## src/uer_pkg.sv

```systemverilog
// Package with the phase type, register indexes and reset values of the echo ranger.
`timescale 1ns / 1ps

package uer_pkg;

	typedef enum logic [4:0] {
		PH_IDLE      = 5'b00001,
		PH_PRE_LOW   = 5'b00010,
		PH_PULSE     = 5'b00100,
		PH_WAIT_RISE = 5'b01000,
		PH_WAIT_FALL = 5'b10000
	} phase_t;

	localparam int unsigned CFG_IDX_W = 2;
	localparam int unsigned CFG_DATA_W = 24;

	localparam logic [CFG_IDX_W-1:0] REG_PRE_LOW = 2'd0;
	localparam logic [CFG_IDX_W-1:0] REG_PULSE   = 2'd1;
	localparam logic [CFG_IDX_W-1:0] REG_TIMEOUT = 2'd2;
	localparam logic [CFG_IDX_W-1:0] REG_WIDE    = 2'd3;

	localparam logic [15:0] PRE_LOW_RST = 16'd40;
	localparam logic [15:0] PULSE_RST   = 16'd20;
	localparam logic [23:0] TIMEOUT_RST = 24'd1000000;

	localparam logic STATUS_OK      = 1'b0;
	localparam logic STATUS_TIMEOUT = 1'b1;

endpackage

```

## src/ultrasonic_echo_ranger.sv

```systemverilog
// Ultrasonic echo ranger: trigger sequencer, echo width counter and distance output.
`timescale 1ns / 1ps

//  Channel   Direction  Handshake               Payload
//  in        request    in_valid / in_stall     start_req, echo
//  out       result     out_valid / out_stall   trigger, busy_res, done_res, status, distance_cm
//  cfg       write      cfg_we                  cfg_index, cfg_data
//
//  One tick request is taken per clock unless stalled; its result appears in the output
//  register on the next cycle. The whole step is one pass between state and output registers.
//  The distance quotient is kept as a running quotient and remainder beside the echo counter.
//  Reset clears the sequencer and loads the register defaults; no clearing pass is needed.
//  A stalled result holds the output register and stalls the input only while it waits.

module ultrasonic_echo_ranger
	import uer_pkg::*;
#(
	parameter int unsigned CM_DIVISOR    = 58,
	parameter int unsigned TIMEOUT_WIDTH = 24
) (
	input  logic                  clk,
	input  logic                  arst_n,
	input  logic                  in_valid,
	output logic                  in_stall,
	input  logic                  start_req,
	input  logic                  echo,
	output logic                  out_valid,
	input  logic                  out_stall,
	output logic                  trigger,
	output logic                  busy_res,
	output logic                  done_res,
	output logic                  status,
	output logic [15:0]           distance_cm,
	input  logic                  cfg_we,
	input  logic [CFG_IDX_W-1:0]  cfg_index,
	input  logic [CFG_DATA_W-1:0] cfg_data
);

	localparam int unsigned LW = (TIMEOUT_WIDTH < 24) ? TIMEOUT_WIDTH : 24;
	localparam int unsigned CW = (LW > 16) ? LW : 16;
	localparam int unsigned RW = (CM_DIVISOR > 1) ? $clog2(CM_DIVISOR) : 1;
	localparam logic [RW-1:0] REM_LAST = RW'(CM_DIVISOR - 1);
	localparam logic [31:0] QUO_ONE = (CM_DIVISOR == 1) ? 32'd1 : 32'd0;
	localparam logic [RW-1:0] REM_ONE = (CM_DIVISOR == 1) ? RW'(0) : RW'(1);

	logic [15:0]   pre_low_q;
	logic [15:0]   pulse_q;
	logic [23:0]   timeout_q;
	logic          wide_q;

	phase_t        phase_q, phase_d;
	logic [CW-1:0] cnt_q, cnt_d;
	logic [31:0]   high_q, high_d;
	logic [31:0]   quo_q, quo_d;
	logic [RW-1:0] rem_q, rem_d;
	logic          echo_prev_q;
	logic [15:0]   last_dist_q, last_dist_d;
	logic          last_status_q, last_status_d;
	logic          trig_d, done_d;

	logic [LW-1:0] lim_raw;
	logic [CW-1:0] lim;
	logic          accept;
	logic          high_wrap;

	assign in_stall = out_valid && out_stall;
	assign accept   = in_valid && !in_stall;

	// A zero timeout behaves as one.
	assign lim_raw = timeout_q[LW-1:0];
	assign lim = (lim_raw == '0) ? CW'(1) : CW'(lim_raw);

	assign high_wrap = wide_q ? (&high_q) : (&high_q[15:0]);

	always_ff @(posedge clk or negedge arst_n) begin
		if (!arst_n) begin
			pre_low_q <= PRE_LOW_RST;
			pulse_q   <= PULSE_RST;
			timeout_q <= TIMEOUT_RST;
			wide_q    <= 1'b0;
		end else if (cfg_we) begin
			unique case (cfg_index)
				REG_PRE_LOW: pre_low_q <= cfg_data[15:0];
				REG_PULSE:   pulse_q   <= cfg_data[15:0];
				REG_TIMEOUT: timeout_q <= cfg_data;
				REG_WIDE:    wide_q    <= cfg_data[0];
				default:     ;
			endcase
		end
	end

	// One tick of the sequencer; phases fall through within the same tick.
	always_comb begin
		phase_d       = phase_q;
		cnt_d         = cnt_q;
		high_d        = high_q;
		quo_d         = quo_q;
		rem_d         = rem_q;
		last_dist_d   = last_dist_q;
		last_status_d = last_status_q;
		trig_d        = 1'b0;
		done_d        = 1'b0;

		if (phase_d == PH_IDLE && start_req) begin
			phase_d = PH_PRE_LOW;
			cnt_d   = '0;
			high_d  = '0;
			quo_d   = '0;
			rem_d   = '0;
		end
		if (phase_d == PH_PRE_LOW) begin
			if (cnt_d >= CW'(pre_low_q)) begin
				phase_d = PH_PULSE;
				cnt_d   = '0;
			end else begin
				cnt_d = cnt_d + CW'(1);
			end
		end
		if (phase_d == PH_PULSE) begin
			if (cnt_d >= CW'(pulse_q)) begin
				phase_d = PH_WAIT_RISE;
				cnt_d   = '0;
			end else begin
				trig_d = 1'b1;
				cnt_d  = cnt_d + CW'(1);
			end
		end
		if (phase_d == PH_WAIT_RISE) begin
			if (echo && !echo_prev_q) begin
				phase_d = PH_WAIT_FALL;
				cnt_d   = '0;
				high_d  = 32'd1;
				quo_d   = QUO_ONE;
				rem_d   = REM_ONE;
			end else begin
				cnt_d = cnt_d + CW'(1);
				if (cnt_d >= lim) begin
					phase_d       = PH_IDLE;
					cnt_d         = '0;
					last_status_d = STATUS_TIMEOUT;
					done_d        = 1'b1;
				end
			end
		end else if (phase_d == PH_WAIT_FALL) begin
			if (!echo && echo_prev_q) begin
				last_dist_d   = (quo_q[31:16] != 16'd0) ? 16'hFFFF : quo_q[15:0];
				phase_d       = PH_IDLE;
				cnt_d         = '0;
				last_status_d = STATUS_OK;
				done_d        = 1'b1;
			end else begin
				if (echo) begin
					// Quotient and remainder follow the count, and restart when it wraps.
					if (high_wrap) begin
						high_d = '0;
						quo_d  = '0;
						rem_d  = '0;
					end else begin
						high_d = high_q + 32'd1;
						if (rem_q == REM_LAST) begin
							rem_d = '0;
							quo_d = quo_q + 32'd1;
						end else begin
							rem_d = rem_q + RW'(1);
						end
					end
				end
				cnt_d = cnt_d + CW'(1);
				if (cnt_d >= lim) begin
					phase_d       = PH_IDLE;
					cnt_d         = '0;
					last_status_d = STATUS_TIMEOUT;
					done_d        = 1'b1;
				end
			end
		end
	end

	always_ff @(posedge clk or negedge arst_n) begin
		if (!arst_n) begin
			phase_q       <= PH_IDLE;
			cnt_q         <= '0;
			high_q        <= '0;
			quo_q         <= '0;
			rem_q         <= '0;
			echo_prev_q   <= 1'b0;
			last_dist_q   <= '0;
			last_status_q <= STATUS_OK;
		end else if (accept) begin
			phase_q       <= phase_d;
			cnt_q         <= cnt_d;
			high_q        <= high_d;
			quo_q         <= quo_d;
			rem_q         <= rem_d;
			echo_prev_q   <= echo;
			last_dist_q   <= last_dist_d;
			last_status_q <= last_status_d;
		end
	end

	always_ff @(posedge clk or negedge arst_n) begin
		if (!arst_n) begin
			out_valid <= 1'b0;
		end else if (accept) begin
			out_valid <= 1'b1;
		end else if (!out_stall) begin
			out_valid <= 1'b0;
		end
	end

	always_ff @(posedge clk) begin
		if (accept) begin
			trigger  <= trig_d;
			busy_res <= (phase_d != PH_IDLE);
			done_res <= done_d;
		end
	end

	// Distance and status are the stored last values, loaded on the same request.
	assign distance_cm = last_dist_q;
	assign status      = last_status_q;

`ifndef SYNTHESIS
	a_done_not_busy: assert property (@(posedge clk) disable iff (!arst_n)
		(out_valid && done_res) |-> !busy_res)
		else $error("finishing tick still reports busy");

	a_trigger_busy: assert property (@(posedge clk) disable iff (!arst_n)
		(out_valid && trigger) |-> busy_res)
		else $error("trigger high outside a measurement");

	a_dist_on_success: assert property (@(posedge clk) disable iff (!arst_n)
		(last_dist_q != $past(last_dist_q)) |-> (out_valid && done_res && status == STATUS_OK))
		else $error("distance changed without a successful finish");

	a_idle_counter: assert property (@(posedge clk) disable iff (!arst_n)
		(phase_q == PH_IDLE) |-> (cnt_q == '0))
		else $error("phase counter not cleared in idle");
`endif

endmodule

```

## config.mk

```make
export PLATFORM = sky130hd
export DESIGN_NAME = ultrasonic_echo_ranger
export DESIGN_NICKNAME = d
export VERILOG_FILES = /design/src/uer_pkg.sv /design/src/ultrasonic_echo_ranger.sv
export SDC_FILE = /design/constraint.sdc
export NUM_CORES = 1
export LEC_CHECK = 0
export BUFFER_PORTS_ARGS = -buffer_cell sky130_fd_sc_hd__buf_2
export CAP_MARGIN = 25
export CORE_ASPECT_RATIO = 1.25
export CORE_MARGIN = 2
export CORE_UTILIZATION = 57
export DETAILED_ROUTE_END_ITERATION = 16
export GPL_TIMING_DRIVEN = 0
export PLACE_DENSITY = 0.78
export SLEW_MARGIN = 20
export SYNTH_ARGS = -nofsm -noshare
export SYNTH_HDL_FRONTEND = slang
export SYNTH_SLANG_ARGS = --single-unit
```

## constraint.sdc

```tcl
create_clock -name clk -period 8.75 [get_ports clk]
set_input_delay 1.3125 -clock clk [delete_from_list [all_inputs] [get_ports clk]]
set_output_delay 1.3125 -clock clk [all_outputs]
set_load 0.02 [all_outputs]
```

==> impl_metrics.toml, run 1 <==
[outcome]
outcome = "finished with violations"
violations = "setup timing"

[floorplanning]
core_region_area_um2 = 21600
die_w_um = 137
initial_core_util_pct = 58.1
pin_count = 55
number_of_rows_in_the_core_area = 60
design.die.area_um2 = 23300
height_of_the_die_um = 170

[synthesis]
yosys-top-cells-area = "sky130_fd_sc_hd__dfrtp_1 (32%), sky130_fd_sc_hd__o21ai_0 (7.0%), sky130_fd_sc_hd__ha_1 (6.3%)"
synth_ff_type = "sky130_fd_sc_hd__dfrtp_1"
postSynth.asyncResetShare_pct = 98.3
mappedNetlistNets = 1583
synth.top_cell.area_share_pct = 32.5
postSynthCellCount = 1487
yosys.area.top_type = "sky130_fd_sc_hd__dfrtp_1"
synth_cell_type_count = 87
postSynthAreaPerCell_um2 = 8.45
yosysWarnings = 0
synthesis.area_um2 = 12600
yosysSeqAreaShare_pct = 35.7
post_synth_edffs = 3
yosys_register_bits = 178

[place]
placement.cell_area_um2 = 13200
pre_cts_ws_ns = -3.09
finalWeightedCongestion = 0.979
post-dp-hpwl_um = 29500
portBuffers = 54

[cells_and_area]
final_nets = 1702
layout-area-overhead-vs-synth_pct = 17.7
num-fill-cells = 1748
layout.cell_area.non_filler_um2 = 14800
layout-drive-gt1-share_pct = 19.8

[critical_path]
worst_ep_required_time_ns = 9.12
crit_path_start_kind = "primary input"
crit_arrival_ns = 9.16
setup_cp_type = "in2reg"
endpoint_kind = "flip-flop"
worst_path_largest_cell_delay_ns = 0.40
path_max_fanout = 10
master_of_the_slowest_instance_on_the_critical_path = "sky130_fd_sc_hd__a221o_2"

[global_route]
global_route.usage.met3_pct = 5.84
grt_use_met1_pct = 42.6
grt_busiest_layer = "met2"
globalRouteMet2Util_pct = 59.3
globalRoute.totalOverflow = 0
antenna_violations_before_repair = 0
first_pass_grt_wire_length_um = 64000
first_global_vias = 12000
grt_start_max_net_pins = 98
all_layer_gr_usage_pct = 35.8

[routing]
routed_wire_length_per_instance_um = 21.9
drt-pass1-iter-count = 8
detailroute.via_count = 12500
detail_route.vias_per_cell = 6.59
ant_nets = 0
postRouteWirelength_um = 41600
detail_route.iter0.violations = 1336
drc = 0

[timing]
hold_ws_ns = 0.475
timing.final.crit_period_ns = 8.80
worstMarginPinSlew_ns = 1.01
timing.max_slew.rel_slack_pct = 32.1
clock-skew-final_ns = 0.0180
finalHoldViolations = 0
slew_viol_final = 0
achievable-frequency_ghz = 0.114
setup_viol_count_final = 2
final_period_utilization_pct = 101
fin_ws_ns = -0.0476

[flow_run]
drv.max_cap_violation_count = 0

[clock_tree]
cts_buffer_depth = 2
cts_root_buffer = "sky130_fd_sc_hd__clkbuf_16"
cts_made_buffers = 17
clock_tree_from_tritoncts = "done"
insertion_delay_ns = 0.45
tritoncts_num_sinks = 178
cts_hold_buffers = 0
h-tree-depth = 4
clkTransAtPathRegs_ns = 0.08

[pwr]
leakage_nw = 6.34
peakVddDrop_v = 0.000204
power_density_nw_per_um2 = 317

[worst_hold_path]
min_path_type = "reg2reg"
==> path summary, 6_finish.rpt <==
path                            cells after the start  slack (ns)  startpoint       endpoint
worst max-delay path                               38       -0.05   start_req       cnt_q[7]
worst min-delay path                                1        0.47  high_q[11]     high_q[11]
worst max register to register                     40        0.02  phase_q[2]       cnt_q[7]
worst min register to register                      1        0.47  high_q[11]     high_q[11]
max in group asynchronous                           2        6.97      arst_n    lim_raw[14]
min in group asynchronous                           1        0.80      arst_n  pre_low_q[10]
==> critical path, delay by kind of cell <==
kind,cells,cell delay (ns)
compound gates,16,3.65
simple gates,10,1.72
buf+inv,8,1.38
fa+ha+maj,3,0.93
xor+xnor,1,0.15
==> sequential cells by signal, summed over array words and instances (netlist names), 6 cells and up <==
register     count
lim_raw         24
distance_cm     16
quo_q           32
pre_low_q       16
pulse_q         16
cnt_q           24
high_q          32
rem_q            6
==> per-stage QoR <==
stage          std cells  total power, mW  util, %  setup TNS (ns)
2_1_floorplan       1487             2.69        -               0
3_3_place_gp        1820             3.30     61.1          -84.60
3_5_place_dp        1821             3.36     61.2          -91.79
4_1_cts             1879             4.36     66.2               0
5_1_grt             1898             4.92     68.4           -3.97
6_report            1899             4.69     68.4         -0.0620
==> routing by layer <==
layer | vias up | share of wire [%] | wire, um
met5 | - | 0 | 0
met4 | 0 | 6.7 | 2800
met3 | 173 | 7.3 | 3040
met2 | 627 | 49 | 20300
met1 | 6014 | 37 | 15400
li1 | 5696 | - | -
==> Yosys cell counts, drive strengths merged (6+ instances only) <==
cell,count
nand4,41
o31ai,22
and3,36
a21oi,54
and4,13
mux2i,9
nand2,133
nor2,138
or4b,7
nor3,33
inv,80
ha,63
a211oi,9
or3,11
mux2,44
nor4b,7
xnor2,30
dfstp,12
or4,9
and2,36
dfrtp,163
nor4,30
xor2,14
o21bai,7
o22a,17
buf,16
clkbuf,63
a31oi,44
a21o,10
nor2b,6
nand3b,6
nand3,49
nand2b,10
o21ai,181
or2,7
==> power by group <==
group	leakage, nW	switching [mW]	internal [mW]	total (mW)
registers	2.26	0.145	0.982	1.13
logic	3.78	1.70	1.07	2.77
clock network	0.296	0.407	0.389	0.796
==> cell families (layout without fill, tap and decap cells) <==
group                    Yosys count  in the layout  share of synthesized area, %
AND/OR/NAND/NOR                  583            583                          24.6
AO/OA/AOI/OAI                    407            407                          20.6
flip-flops                       178            178                          35.7
buffers and inverters            159            291                          4.99
adder cells (fa/ha/maj)           63             63                          6.27
multiplexers                      53             53                          4.76
XOR/XNOR                          44             44                          3.13
other                              0              1                             0
==> layout make-up <==
| class | instances | area, um2 | share of cell area [%] |
|---|---|---|---|
| Antenna cell | 1 | 2.50 | 0.0169 |
| Buffer | 77 | 448 | 3.03 |
| Clock buffer | 17 | 425 | 2.87 |
| Clock inverter | 15 | 186 | 1.26 |
| Inverter | 80 | 300 | 2.03 |
| Multi-Input combinational cell | 1150 | 7940 | 53.6 |
| Sequential cell | 178 | 4480 | 30.3 |
| Tap cell | 279 | 349 | 2.36 |
| Timing Repair Buffer | 102 | 668 | 4.51 |
==> placed cells by master (no fill, tap or decap), types with 17 or more instances in the layout <==
| cell | count |
|---|---|
| sky130_fd_sc_hd__nand2_1 | 130 |
| sky130_fd_sc_hd__dfrtp_1 | 163 |
| sky130_fd_sc_hd__nand3_1 | 46 |
| sky130_fd_sc_hd__ha_1 | 54 |
| sky130_fd_sc_hd__nor3_1 | 28 |
| sky130_fd_sc_hd__and3_1 | 35 |
| sky130_fd_sc_hd__xnor2_1 | 28 |
| sky130_fd_sc_hd__nor2_1 | 135 |
| sky130_fd_sc_hd__inv_1 | 79 |
| sky130_fd_sc_hd__a21oi_1 | 46 |
| sky130_fd_sc_hd__o21ai_0 | 165 |
| sky130_fd_sc_hd__nand4_1 | 41 |
| sky130_fd_sc_hd__o22a_1 | 17 |
| sky130_fd_sc_hd__o31ai_1 | 20 |
| sky130_fd_sc_hd__buf_4 | 45 |
| sky130_fd_sc_hd__a31oi_1 | 40 |
| sky130_fd_sc_hd__clkbuf_1 | 53 |
| sky130_fd_sc_hd__and2_1 | 29 |
| sky130_fd_sc_hd__clkbuf_16 | 17 |
| sky130_fd_sc_hd__mux2_2 | 44 |
| sky130_fd_sc_hd__buf_2 | 60 |
| sky130_fd_sc_hd__nor4_1 | 23 |
==> repair_timing <==
item / CTS / global route
pin swaps: 16 / 34
setup buffers: 26 / 20
endpoints found under the hold margin: 0 / 0
gates resized for setup: 67 / 75
cloned: 1 / 0
setup endpoints to repair: 30 / 30
Note: power is estimated with default switching activity, not from simulation.
==> inputs of run 2 (changes only) <==
--- a/config.mk
+++ b/config.mk
@@ -7,12 +7,14 @@
 export LEC_CHECK = 0
 export BUFFER_PORTS_ARGS = -buffer_cell sky130_fd_sc_hd__buf_2
 export CAP_MARGIN = 25
+export CELL_PAD_IN_SITES_DETAIL_PLACEMENT = 1
+export CELL_PAD_IN_SITES_GLOBAL_PLACEMENT = 2
 export CORE_ASPECT_RATIO = 1.25
 export CORE_MARGIN = 2
-export CORE_UTILIZATION = 57
+export CORE_UTILIZATION = 35
 export DETAILED_ROUTE_END_ITERATION = 16
 export GPL_TIMING_DRIVEN = 0
-export PLACE_DENSITY = 0.78
+export PLACE_DENSITY_LB_ADDON = 0.1
 export SLEW_MARGIN = 20
 export SYNTH_ARGS = -nofsm -noshare
 export SYNTH_HDL_FRONTEND = slang
==> impl_metrics.toml, run 2 (same netlist as run 1, synthesis figures left out) <==
[critical_path]
master_of_the_slowest_instance_on_the_critical_path = "sky130_fd_sc_hd__or4b_1"
setup_cp_type = "in2reg"
cp.buffers_inverters = 11
critPathTopFamily = "compound AO/OA/AOI/OAI gates"
most_repeated_library_cell_on_the_critical_path = "sky130_fd_sc_hd__buf_4"
crit_path_start_kind = "primary input"
worst_path_largest_cell_delay_ns = 0.56
worst_ep_required_time_ns = 9.13
path_max_fanout = 10
crit_arrival_ns = 9.15
endpoint_kind = "flip-flop"

[timing]
finalHoldViolations = 0
timing.max_slew.rel_slack_pct = 38.8
achievable-frequency_ghz = 0.114
slew_viol_final = 0
setup_total_negative_slack_ns = -0.0208
rsz_0062_raised_after_global_routing = "yes"
setup_viol_count_final = 1
final_period_utilization_pct = 100
clock-skew-final_ns = 0.0134
fin_ws_ns = -0.0208
worstMarginPinSlew_ns = 0.918
timing.final.crit_period_ns = 8.77

[pwr]
peakVddDrop_v = 0.000140
power_density_nw_per_um2 = 317
leakage_nw = 6.40

[global_route]
grt_start_max_net_pins = 95
first_pass_grt_wire_length_um = 75800
all_layer_gr_usage_pct = 26.4
first_global_vias = 12700
antenna_violations_before_repair = 1
globalRoute.totalOverflow = 0

[clock_tree]
clkTransAtPathRegs_ns = 0.08
cts_hold_buffers = 0
insertion_delay_ns = 0.46
cts_buffer_depth = 2
tritoncts_num_sinks = 178
h-tree-depth = 4
cts_root_buffer = "sky130_fd_sc_hd__clkbuf_16"
clock_tree_from_tritoncts = "done"
cts_made_buffers = 17

[cells_and_area]
layout-area-overhead-vs-synth_pct = 20.8
multiInputGateArea_um2 = 8000
top_regs = "high_q x32, quo_q x32"
final_nets = 1713
ff_latch_area_um2 = 4480
most_frequent_cells_in_the_layout = "sky130_fd_sc_hd__o21ai_0 (164), sky130_fd_sc_hd__dfrtp_1 (163), sky130_fd_sc_hd__nor2_1 (134)"
num-fill-cells = 4186
fin_util_pct = 42.9
layout-drive-gt1-share_pct = 21.0
antenna-diode-count = 0
final_common_cell = "sky130_fd_sc_hd__o21ai_0"

[place]
post-dp-hpwl_um = 36200
finalWeightedCongestion = 0.918
portBuffers = 54
pre_cts_ws_ns = -3.79

[floorplanning]
initial_core_util_pct = 35.5
height_of_the_die_um = 216
die_w_um = 174
design.die.area_um2 = 37500
core_region_area_um2 = 35400
pin_count = 55
number_of_rows_in_the_core_area = 77

[routing]
routed_wire_length_per_instance_um = 23.2
postRouteWirelength_um = 48900
drt-pass1-iter-count = 5
detail_route.vias_per_cell = 5.76
ant_nets = 0
detail_route.iter0.violations = 738
drc = 0
detailroute.via_count = 12100

[outcome]
violations = "setup timing"
outcome = "finished with violations"

[flow_run]
drv.max_cap_violation_count = 0

[worst_hold_path]
min_path_type = "reg2reg"
## run 2: metrics by stage
step | total power, mW | std cells | area, um2 | hold slack, ns
after floorplan | 2.69 | 1487 | 12600 | 0.442
after global placement | 3.42 | 2015 | 13400 | 0.462
final | 4.81 | 2104 | 15200 | 0.482
after CTS | 4.60 | 2087 | 14800 | 0.483
after detailed placement | 3.48 | 2017 | 13500 | 0.470
after global routing | 5.12 | 2104 | 15200 | 0.504
## run 2: power breakdown
| part | leakage (nW) | switching [mW] | internal (mW) |
|---|---|---|---|
| clock network | 0.275 | 0.402 | 0.386 |
| logic | 3.87 | 1.77 | 1.12 |
| registers | 2.26 | 0.155 | 0.982 |
## run 2: cell type report
| type | instances | area share, % |
|---|---|---|
| flip-flops and latches | 178 | 29.5 |
| multi-input cells | 1150 | 52.7 |
| well taps | 474 | 3.91 |
| clock inverters | 14 | 0.931 |
| clock buffers | 18 | 2.89 |
| inverters | 80 | 1.99 |
| plain buffers | 77 | 2.91 |
| repair buffers | 113 | 5.12 |
## run 2: final timing paths
kind | start | endpoint | cells after the start | slack [ns]
hold / removal | high_q[26] | high_q[26] | 1 | 0.48
max in group asynchronous | arst_n | lim_raw[14] | 2 | 7.41
setup / recovery | start_req | cnt_q[17] | 40 | -0.02
hold reg to reg | high_q[26] | high_q[26] | 1 | 0.48
min in group asynchronous | arst_n | pre_low_q[2] | 1 | 0.64
setup reg to reg | phase_q[2] | cnt_q[17] | 40 | 0.07
## run 2: repair_timing
item | 4_1_cts | 5_1_grt
gates cloned | 1 | 0
endpoints found under the setup margin | 70 | 29
buffers inserted | 37 | 18
pin swaps | 20 | 33
gates resized for setup | 102 | 60
## run 2: worst reg2reg max path: cells and delay by family, from the launching register on
family / cells / cell delay [ns]
buffers and inverters: 11 / 1.80
adder cells (fa/ha/maj): 3 / 0.86
flip-flops: 1 / 0.47
AND/OR/NAND/NOR: 12 / 2.60
XOR/XNOR: 1 / 0.13
AO/OA/AOI/OAI: 13 / 2.73
## run 2: per-layer routing
metal	share of wire (%)	track usage [%]
met1	42	31.1
met2	51	47.6
met3	2.1	2.63
met4	4.5	13.1
met5	0.027	0
==> inputs of run 3 (changes only) <==
--- a/config.mk
+++ b/config.mk
@@ -5,13 +5,14 @@
 export SDC_FILE = /design/constraint.sdc
 export NUM_CORES = 1
 export LEC_CHECK = 0
+export ABC_AREA = 1
 export BUFFER_PORTS_ARGS = -buffer_cell sky130_fd_sc_hd__buf_2
 export CAP_MARGIN = 25
 export CELL_PAD_IN_SITES_DETAIL_PLACEMENT = 1
 export CELL_PAD_IN_SITES_GLOBAL_PLACEMENT = 2
 export CORE_ASPECT_RATIO = 1.25
 export CORE_MARGIN = 2
-export CORE_UTILIZATION = 35
+export CORE_UTILIZATION = 33
 export DETAILED_ROUTE_END_ITERATION = 16
 export GPL_TIMING_DRIVEN = 0
 export PLACE_DENSITY_LB_ADDON = 0.1
==> impl_metrics.toml, run 3 <==
[outcome]
outcome = "completed"

[clock_tree]
cts_root_buffer = "sky130_fd_sc_hd__clkbuf_16"
cts_hold_buffers = 0
cts_buffer_depth = 2
cts_made_buffers = 17
insertion_delay_ns = 0.48
h-tree-depth = 4
tritoncts_num_sinks = 178
clock_tree_from_tritoncts = "done"
clkTransAtPathRegs_ns = 0.07

[routing]
detail_route.vias_per_cell = 5.29
dr_wl_met3_um = 1330
detail_route.iter0.violations = 808
postRouteWirelength_um = 57900
top_signal_layer_used = "met4"
drc = 0
routed_wire_length_per_instance_um = 21.3
detailroute.via_count = 14400
ant_nets = 0
dr_wl_met2_um = 30700
drt-pass1-iter-count = 5
routedLengthMet1_um = 23100

[cells_and_area]
most_frequent_cells_in_the_layout = "sky130_fd_sc_hd__nand2_1 (444), sky130_fd_sc_hd__inv_1 (303), sky130_fd_sc_hd__nor2_1 (187)"
fin_util_pct = 38.0
top_regs = "high_q x32, quo_q x32"
final_nets = 2241
ff_latch_area_um2 = 4480
num-fill-cells = 5316
multiInputGateArea_um2 = 8020
final_common_cell = "sky130_fd_sc_hd__nand2_1"
layout-area-overhead-vs-synth_pct = 14.1
antenna-diode-count = 0
layout-drive-gt1-share_pct = 12.3
finish.cell_count_without_fillers = 2717

[worst_hold_path]
min_path_type = "reg2reg"

[timing]
timing.final.crit_period_ns = 8.25
final_period_utilization_pct = 94.3
slew_viol_final = 0
achievable-frequency_ghz = 0.121
rsz_0062_raised_after_global_routing = "yes"
worstMarginPinSlew_ns = 0.894
finalHoldViolations = 0
setup_viol_count_final = 0
timing.max_slew.rel_slack_pct = 40.4
clock-skew-final_ns = 0.0122

[global_route]
grt_start_max_net_pins = 83
first_pass_grt_wire_length_um = 88200
antenna_violations_before_repair = 0
globalRoute.totalOverflow = 0
all_layer_gr_usage_pct = 26.6
first_global_vias = 14900

[floorplanning]
pin_count = 55
die_w_um = 188
core_region_area_um2 = 41900
number_of_rows_in_the_core_area = 84
design.die.area_um2 = 44000
height_of_the_die_um = 234
initial_core_util_pct = 33.3

[synthesis]
yosys.area.top_type = "sky130_fd_sc_hd__dfrtp_1"
yosys_register_bits = 178
yosysSeqAreaShare_pct = 32.1
synth.top_cell.area_share_pct = 29.2
synth_ff_type = "sky130_fd_sc_hd__dfrtp_1"
mappedNetlistNets = 2145
postSynthCellCount = 2049
synthesis.area_um2 = 14000
synth_most_common_cell = "sky130_fd_sc_hd__nand2_1"
postSynth.asyncResetShare_pct = 98.3
post_synth_edffs = 3
yosys-top-cells-area = "sky130_fd_sc_hd__dfrtp_1 (29%), sky130_fd_sc_hd__nand2_1 (12%), sky130_fd_sc_hd__inv_1 (8.2%)"
yosysWarnings = 0
yosys-top-cells-count = "sky130_fd_sc_hd__nand2_1 (445), sky130_fd_sc_hd__inv_1 (304), sky130_fd_sc_hd__nor2_1 (193)"
postSynthAreaPerCell_um2 = 6.81
synth_cell_type_count = 58

[place]
post-dp-hpwl_um = 45200
portBuffers = 54
placed_cells_incl_taps = 2665
finalWeightedCongestion = 0.896

[critical_path]
reg2reg_setup_slack_ns = 0.87
critPathTopFamily = "simple AND/OR/NAND/NOR gates"
master_of_the_slowest_instance_on_the_critical_path = "sky130_fd_sc_hd__xor2_1"
most_repeated_library_cell_on_the_critical_path = "sky130_fd_sc_hd__nand2_1"
setup_cp_type = "in2reg"
crit_arrival_ns = 8.64
path_max_fanout = 11
worst_ep_required_time_ns = 9.13
endpoint_kind = "flip-flop"
cp.buffers_inverters = 8
crit_path_start_kind = "primary input"
worst_path_largest_cell_delay_ns = 0.37

[pwr]
total_power_mw = 4.82
peakVddDrop_v = 0.000170
power_density_nw_per_um2 = 303
leakage_nw = 7.65

[flow_run]
drv.max_cap_violation_count = 0
[run 3: cell count changes after synthesis, moves of 20 or more]
| cell | change |
|---|---|
| sky130_fd_sc_hd__nand2_1 | +312 |
| sky130_fd_sc_hd__inv_1 | +224 |
| sky130_fd_sc_hd__nand3_1 | +80 |
| sky130_fd_sc_hd__nor2_1 | +56 |
| sky130_fd_sc_hd__mux2_2 | -44 |
| sky130_fd_sc_hd__o211ai_1 | +39 |
| sky130_fd_sc_hd__and3_1 | -36 |
| sky130_fd_sc_hd__and2_1 | -33 |
| sky130_fd_sc_hd__nor2_2 | +30 |
| sky130_fd_sc_hd__xnor2_1 | -28 |
| sky130_fd_sc_hd__o21ai_1 | +23 |
| sky130_fd_sc_hd__inv_2 | +20 |
[run 3: layer usage]
layer,track usage [%],up-vias
met5,0,-
li1,-,6968
met1,29.3,7045
met2,50.7,259
met3,2.48,89
met4,13.7,0
[run 3: worst register-to-register path: cells and delay by family (launching register included)]
family / cells / cell delay, ns
XOR/XNOR: 1 / 0.37
buffers and inverters: 7 / 1.27
flip-flops: 1 / 0.57
adder cells (fa/ha/maj): 3 / 0.90
AND/OR/NAND/NOR: 28 / 3.71
AO/OA/AOI/OAI: 6 / 0.98
[run 3: kinds of logic after synthesis]
logic type,synth area share (%)
buffers and inverters,11.5
flip-flops,32.1
XOR/XNOR,2.13
adder cells (fa/ha/maj),5.65
AO/OA/AOI/OAI,17.0
AND/OR/NAND/NOR,31.6
[run 3: worst paths after layout]
check | depth (start not counted) | start | endpoint
worst max-delay path | 46 | start_req | cnt_q[7]
worst min-delay path | 2 | out_valid | out_valid
worst max register to register | 45 | phase_q[0] | cnt_q[7]
worst min register to register | 2 | out_valid | out_valid
max in group asynchronous | 3 | arst_n | phase_q[0]
min in group asynchronous | 1 | arst_n | pre_low_q[4]
[run 3: what timing repair did]
action / CTS / global route
gates cloned: 0 / 1
gates resized for setup: 17 / 28
buffers inserted: 2 / 18
endpoints found under the setup margin: 30 / 30
pin swaps: 2 / 5
[run 3: stage by stage]
stage | instance area (um2) | setup slack [ns] | hold WS [ns] | TNS (ns)
final | 15900 | 0.496 | 0.484 | 0
after global routing | 15900 | -0.0552 | 0.520 | -0.120
after CTS | 15700 | 0.0825 | 0.492 | 0
after detailed placement | 15000 | -2.08 | 0.475 | -60.29
after global placement | 14900 | -1.95 | 0.463 | -54.02
after floorplan | 14000 | 1.05 | 0.453 | 0
[run 3: final cells by class]
cell class	instances	area share [%]
timing repair buffer	77	3.09
clock buffer	18	2.76
clock inverter	14	0.958
sequential	178	28.1
buffer	82	2.63
tap	559	4.39
multi-input combinational	1464	50.4
inverter	325	7.66
[run 3: where the power goes]
group	switching (mW)	total, mW	leakage, nW	internal (mW)
combinational	1.83	2.68	5.25	0.847
sequential	0.244	1.33	2.11	1.08
clock	0.379	0.810	0.285	0.432
total	2.46	4.82	7.65	2.36
